--- config.mk ---
export PLATFORM = sky130hd
export DESIGN_NAME = ptmtf_ctrl
export DESIGN_NICKNAME = d
export VERILOG_FILES = /design/src/page_table_map_translate_find_defines.svh /design/src/ptmtf_pkg.sv /design/src/ptmtf_ctrl.sv
export SDC_FILE = /design/constraint.sdc
export NUM_CORES = 1
export LEC_CHECK = 0
export BUFFER_PORTS_ARGS = -buffer_cell sky130_fd_sc_hd__buf_2
export CAP_MARGIN = 10
export CORE_AREA = 2 2 39 41
export DETAILED_ROUTE_END_ITERATION = 6
export DIE_AREA = 0 0 41 43
export REMOVE_ABC_BUFFERS = 1
export SYNTH_ARGS = -nofsm -noshare
export SYNTH_HDL_FRONTEND = slang
export SYNTH_SLANG_ARGS = --single-unit
--- constraint.sdc ---
create_clock -name clk -period 1.4 [get_ports clk]
set_input_delay 0 -clock clk [delete_from_list [all_inputs] [get_ports clk]]
set_output_delay 0 -clock clk [all_outputs]
set_load 0.05 [all_outputs]
--- src/page_table_map_translate_find_defines.svh ---
// Assertion macros for the page table block.
// No dependencies; included by the top level.
`ifndef PAGE_TABLE_MAP_TRANSLATE_FIND_DEFINES_SVH
`define PAGE_TABLE_MAP_TRANSLATE_FIND_DEFINES_SVH
`ifndef SYNTH
`define PTMTF_ASSERT(lbl, c, r, prop, msg) \
	lbl: assert property (@(posedge c) disable iff (!r) (prop)) else $error(msg);
`define PTMTF_ASSERT_ALWAYS(lbl, c, prop, msg) \
	lbl: assert property (@(posedge c) (prop)) else $error(msg);
`else
`define PTMTF_ASSERT(lbl, c, r, prop, msg)
`define PTMTF_ASSERT_ALWAYS(lbl, c, prop, msg)
`endif
`endif

--- src/ptmtf_pkg.sv ---
// Types and codes for the page table block.
// No dependencies; used by the interfaces, the datapath, the controller and the top level.
package ptmtf_pkg;

	localparam int BLOCK_W = 11;

	localparam logic [1:0] REQ_MAP   = 2'd0;
	localparam logic [1:0] REQ_UNMAP = 2'd1;
	localparam logic [1:0] REQ_XLATE = 2'd2;
	localparam logic [1:0] REQ_FIND  = 2'd3;

	localparam logic [1:0] ST_OK      = 2'd0;
	localparam logic [1:0] ST_NOFRAME = 2'd1;
	localparam logic [1:0] ST_NOBLOCK = 2'd2;
	localparam logic [1:0] ST_REFUSED = 2'd3;

	typedef struct packed {
		logic [1:0]         req_type;
		logic [9:0]         page_index;
		logic [21:0]        virt_addr;
		logic [19:0]        frame;
		logic               shared;
		logic [15:0]        segment_id;
		logic [19:0]        seg_page_off;
		logic               offset_valid;
		logic [BLOCK_W-1:0] block_pages;
	} req_t;

	typedef struct packed {
		logic [1:0]  status;
		logic [31:0] phys_addr;
		logic [21:0] block_addr;
		logic        released_valid;
		logic [19:0] released_frame;
		logic [15:0] released_segment;
		logic [19:0] released_offset;
	} rsp_t;

	typedef struct packed {
		logic rd_en;
		logic rd_scan;
		logic clr_wr;
		logic clr_inc;
		logic latch_req;
		logic load_exec;
		logic load_find_ok;
		logic load_find_none;
		logic blk_init;
		logic blk_skip;
		logic pg_init;
		logic pg_inc;
	} cmd_t;

	typedef struct packed {
		logic [1:0] in_req;
		logic       clr_last;
		logic       blk_over;
		logic       used;
		logic       run_end;
	} sts_t;

endpackage

--- src/ptmtf_ctrl.sv ---
// Controller: sequences table clearing, lookups, updates and block search.
// Depends on ptmtf_pkg.
module ptmtf_ctrl (
	input  logic            clk,
	input  logic            arst_n,
	input  logic            in_valid,
	output logic            in_ready,
	output logic            out_valid,
	input  logic            out_ready,
	input  ptmtf_pkg::sts_t sts,
	output ptmtf_pkg::cmd_t cmd
);
	import ptmtf_pkg::*;

	localparam logic [2:0] S_CLEAR  = 3'd0;
	localparam logic [2:0] S_IDLE   = 3'd1;
	localparam logic [2:0] S_EXEC   = 3'd2;
	localparam logic [2:0] S_FSTART = 3'd3;
	localparam logic [2:0] S_FRD    = 3'd4;
	localparam logic [2:0] S_FCHK   = 3'd5;

	logic [2:0] state_q;
	logic [2:0] state_nxt;
	logic       out_valid_q;
	logic       out_free;
	logic       load;

	assign out_free = !out_valid_q || out_ready;

	always_comb begin
		cmd       = '0;
		in_ready  = 1'b0;
		state_nxt = state_q;
		unique case (state_q)
			S_CLEAR: begin
				cmd.clr_wr  = 1'b1;
				cmd.clr_inc = 1'b1;
				if (sts.clr_last) begin
					state_nxt = S_IDLE;
				end
			end
			S_IDLE: begin
				in_ready = 1'b1;
				if (in_valid) begin
					cmd.latch_req = 1'b1;
					if (sts.in_req == REQ_FIND) begin
						cmd.blk_init = 1'b1;
						state_nxt    = S_FSTART;
					end else begin
						cmd.rd_en = 1'b1;
						state_nxt = S_EXEC;
					end
				end
			end
			S_EXEC: begin
				if (out_free) begin
					cmd.load_exec = 1'b1;
					state_nxt     = S_IDLE;
				end
			end
			S_FSTART: begin
				if (sts.blk_over) begin
					if (out_free) begin
						cmd.load_find_none = 1'b1;
						state_nxt          = S_IDLE;
					end
				end else begin
					cmd.pg_init = 1'b1;
					state_nxt   = S_FRD;
				end
			end
			S_FRD: begin
				cmd.rd_en   = 1'b1;
				cmd.rd_scan = 1'b1;
				state_nxt   = S_FCHK;
			end
			S_FCHK: begin
				if (sts.used) begin
					cmd.blk_skip = 1'b1;
					state_nxt    = S_FSTART;
				end else if (sts.run_end) begin
					if (out_free) begin
						cmd.load_find_ok = 1'b1;
						state_nxt        = S_IDLE;
					end
				end else begin
					cmd.pg_inc = 1'b1;
					state_nxt  = S_FRD;
				end
			end
			default: begin
				state_nxt = S_CLEAR;
			end
		endcase
	end

	assign load = cmd.load_exec || cmd.load_find_ok || cmd.load_find_none;

	always_ff @(posedge clk or negedge arst_n) begin
		if (!arst_n) begin
			state_q     <= S_CLEAR;
			out_valid_q <= 1'b0;
		end else begin
			state_q <= state_nxt;
			if (load) begin
				out_valid_q <= 1'b1;
			end else if (out_ready) begin
				out_valid_q <= 1'b0;
			end
		end
	end

	assign out_valid = out_valid_q;
endmodule

### Word level (Yosys, flattened, before mapping)

Cells that the tools add are included.

| word-level totals | value |
|---|---|
| register bits after elaboration | 4 |
| bits of input ports | 10 |
| output and inout port bits | 14 |
| logic and storage cells | 52 |

| cells by class | value |
|---|---|
| equality and inequality tests | 8 |
| multiplexer cells | 35 |
| reduce and logical (&&, ||, !) cells | 7 |

Operator list:

| operator | number |
|---|---|
| 1-bit 2-to-1 mux | 26 |
| 3-bit 2-to-1 mux | 6 |
| 3-bit case mux with 6 select lines | 1 |
| 3-bit by 2-bit equality test with 1-bit output (second input constant) | 2 |
| 3-bit equality test (second input constant) | 2 |
| 2-bit != test (second input constant) | 2 |
| 3-bit by 1-bit equality test with 1-bit output (second input constant) | 1 |
| 3-bit logical NOT | 1 |
| 1-bit logical OR | 3 |
| 2-bit equality test (second input constant) | 1 |
| 2-bit 2-to-1 mux | 1 |
| 1-bit case mux with 2 select lines | 1 |
| 2-bit AND reduction | 1 |
| 2-bit nonzero test | 1 |
| 1-bit logical NOT | 1 |

### Logic depth before layout (Yosys ltp)

| depth | value |
|---|---|
| depth in word-level cells | 9 |
| gate-level depth with buffers | 4 |
| depth with buffers taken out | 3 |

### Worst setup path before layout

No wires, ideal clock.

| path | value |
|---|---|
| path kind | reg2out |
| from | register out_valid_q (netlist: out_valid) |
| to | output port cmd[4] (netlist bit) |
| arrival time | 2,310 ps |
| data required time | 1,400 ps |
| slack | -910 ps |
| stages on the path, launching flop included | 4 |
| path buffers | 0 |
| path through | dfrtp_1 > nand2b_1 > nand2_1 > nor4_1 |

RTL lines:

| item | line | text |
|---|---|---|
| from (decl) | ptmtf_ctrl.sv:24 | `logic out_valid_q;` |
| from (signal assigned) | ptmtf_ctrl.sv:102 | `out_valid_q <= 1'b0;` |
| from (signal assigned) | ptmtf_ctrl.sv:106 | `out_valid_q <= 1'b1;` |
| from (signal assigned) | ptmtf_ctrl.sv:108 | `out_valid_q <= 1'b0;` |
| to (decl) | ptmtf_ctrl.sv:11 | `output ptmtf_pkg::cmd_t cmd` |

==> impl_metrics.tcl <==
set metrics [dict create \
    floorplan.initialDensity_pct 26.9 \
    finalInstanceArea_sq_um 638 \
    max_cap_viol_count 0 \
    wp_data_required_ps 1400 \
    startpoint_type "flop" \
    fin_tns_setup_ps 0 \
    grt.total_usage_pct 14.1 \
    synth.top_cell.area_share_pct 26.8 \
    status "completed" \
    fp.dieW_um 41 \
    first_pass_iters 4 \
    layout_worst_path_cycle_share_pct 98.7 \
    cts.root.buffer_cell "clkbuf_4" \
    final_antenna_diode_count 0 \
    area_growth_syn_to_layout_pct 71.1 \
    largest_net_degree_at_the_start_of_global_routing 12 \
    max_clock_freq_ghz 0.724 \
    dr_total_vias 446 \
    maximum_resistive_drop_on_vdd_v 0.000898 \
    cp_slowest_cell "dfrtp_2" \
    final_antenna_net_count 0 \
    drt-wirelength-per-cell_um 11.4 \
    timing.max_slew.rel_slack_pct 81.5 \
    post-route-min-period_ps 1380 \
    placement.setup.worst_slack_ps 73.7 \
    worst_setup_hold_path_clk_slew_ps 30 \
    routabilityCongestion 0.755 \
    detail_route.vias_per_cell 4.80 \
    synth_sequential_area_ratio_pct 26.8 \
    cts_buffer_depth 2 \
    ys_types 27 \
    cts.sinks 4 \
    finClkSkew_ps 1.36 \
    post_synth_inst_count 44 \
    finalHoldViolCount 0 \
    synth.area.top_cells "dfrtp_1 (27%), buf_4 (6.0%), inv_1 (5.0%)" \
    boundaryPins 24 \
    holdCritPathClass "in2reg" \
    synth_top_area_cell "dfrtp_1" \
    die_ar_sq_um 1760 \
    dp_hpwl_um 748 \
    critPathCaptureType "primary output" \
    crit_type "reg2out" \
    starting_drc_count_in_detailed_routing 9 \
    setup-violations-final 0 \
    worstSkewPairLatency_ps 230 \
    wirelength_mm 1.06 \
    tightest_slew_ps 276 \
    placed_inst_area_sq_um 512 \
    post_synth.cell_area_avg_sq_um 8.47 \
    cellLeakagePower_nw 0.328 \
    crit_path_max_cell_delay_ps 490 \
    final_max_slew_viol_count 0 \
    first_pass_grt_wire_length_mm 1.68 \
    cts_inserted_buffers 3 \
    antenna_found_initial 0 \
    synth.ff_latch_count 4 \
    htree_levels 1 \
    path_max_fanout 11 \
    die_h_um 43 \
    totalPowerFinal_w 0.00172 \
    placement_rows 14 \
    critical_path_cell_list "nor3b_2 > nand2_1 > o21bai_1 > buf_4" \
    tritoncts "yes" \
    finish.net_count 89 \
    finalWorstSetupSlack_ps 18.2 \
    grt_overflow 0 \
    yosys_warnings 0 \
    cp_data_arrival_time_ps 1380 \
    vias_in_the_first_global_route 375 \
    portBuffers 23 \
    design.core.area_sq_um 1380 \
    post_route_cells_drive_above_1_share_pct 59.7 \
    power.density_nw_per_um2 2690 \
    synth_area_sq_um 373 \
    drc 0 \
    rsz0062_at_grt "yes" \
]
[cell usage after synthesis, drive strengths merged]
cell type and count:
and2 1, and4bb 1, a211o 1, inv 5, nor2b 1, and4 1
nor4 2, o221ai 1, nand3 2, buf 4, nand2b 2, o32ai 1
nand2 4, and3 2, a31oi 1, o21ai 2, mux2i 1, o21bai 1
nor3 3, nor3b 1, dfrtp 4, o2111ai 2, or4 1
[through the flow]
step	instances	utilization, %	hold slack (ps)
after CTS	89	41.0	48.1
after detailed placement	84	37.0	-192
final	93	46.1	62.2
after global routing	93	46.1	94.5
after global placement	84	37.0	-188
after floorplan	40	-	-296
[repair_timing]
| action | 4_1_cts | 5_1_grt |
|---|---|---|
| hold buffers | 1 | 0 |
| setup endpoints to repair | 9 | 10 |
| pin swaps | 2 | 1 |
| hold endpoints to repair | 4 | 0 |
| buffers inserted | 1 | 4 |
| cloned | 0 | 0 |
| gates resized for setup | 9 | 13 |
[layout make-up]
class / count / area (sq um)
tap: 16 / 20.0
multi-input combinational: 31 / 239
timing repair buffer: 34 / 234
sequential: 4 / 104
fill: 143 / 746
clock buffer: 3 / 22.5
inverter: 5 / 18.8
[worst max-delay path: cells and delay by family, from the launching register on]
family                 cells  cell delay (ps)
DFF                        1              490
AOI/OAI and AO/OA          1              130
buffers and inverters      1              210
and+or+nand+nor            2              320
[metal layers]
metal | global-route usage [%] | wire length (um)
met5 | 0 | 0
met1 | 19.5 | 463
met3 | 7.85 | 74
met2 | 18.4 | 525
met4 | 4.00 | 0
[final timing paths]
path / to / cells after the start / start / slack [ps]
setup reg to reg: state_q[0]$_DFFE_PN0P_ / 4 / state_q[1]$_DFFE_PN0P_ / 50
hold / removal: out_valid$_DFFE_PN0P_ / 3 / sts[0] / 60
setup / recovery: cmd[11] / 4 / state_q[2]$_DFFE_PN0P_ / 20
hold reg to reg: out_valid$_DFFE_PN0P_ / 2 / out_valid$_DFFE_PN0P_ / 560
max in group asynchronous: state_q[2]$_DFFE_PN0P_ / 2 / arst_n / 1170
min in group asynchronous: state_q[1]$_DFFE_PN0P_ / 2 / arst_n / 100
[logic make-up (layout without fill, tap and decap cells)]
family / count (synthesis) / count (layout) / share of synthesized area [%]
muxes: 1 / 1 / 2.68
and+or+nand+nor: 21 / 21 / 38.3
AOI/OAI and AO/OA: 9 / 9 / 18.1
buffers and inverters: 9 / 42 / 14.1
DFF: 4 / 4 / 26.8
[flip-flops by register name, indices dropped and copies added (netlist names)]
signal,cells
state_q,3
out_valid,1
[cells in the final DEF, fill, tap and decap left out, types with 2 or more instances in the layout]
| cell | count |
|---|---|
| buf_4 | 15 |
| buf_2 | 14 |
| nand2_1 | 4 |
| inv_1 | 4 |
| clkbuf_4 | 4 |
| buf_6 | 3 |
| dfrtp_2 | 3 |
| nor3_1 | 2 |
| and3_1 | 2 |
| nand3_1 | 2 |
| o2111ai_1 | 2 |
[power breakdown]
group	internal, W	switching (W)	total, W
clock network	0.0000957	0.0000451	0.000141
logic	0.000447	0.000824	0.00127
registers	0.000181	0.000126	0.000307
No activity file was read; power rests on OpenSTA's default activity.
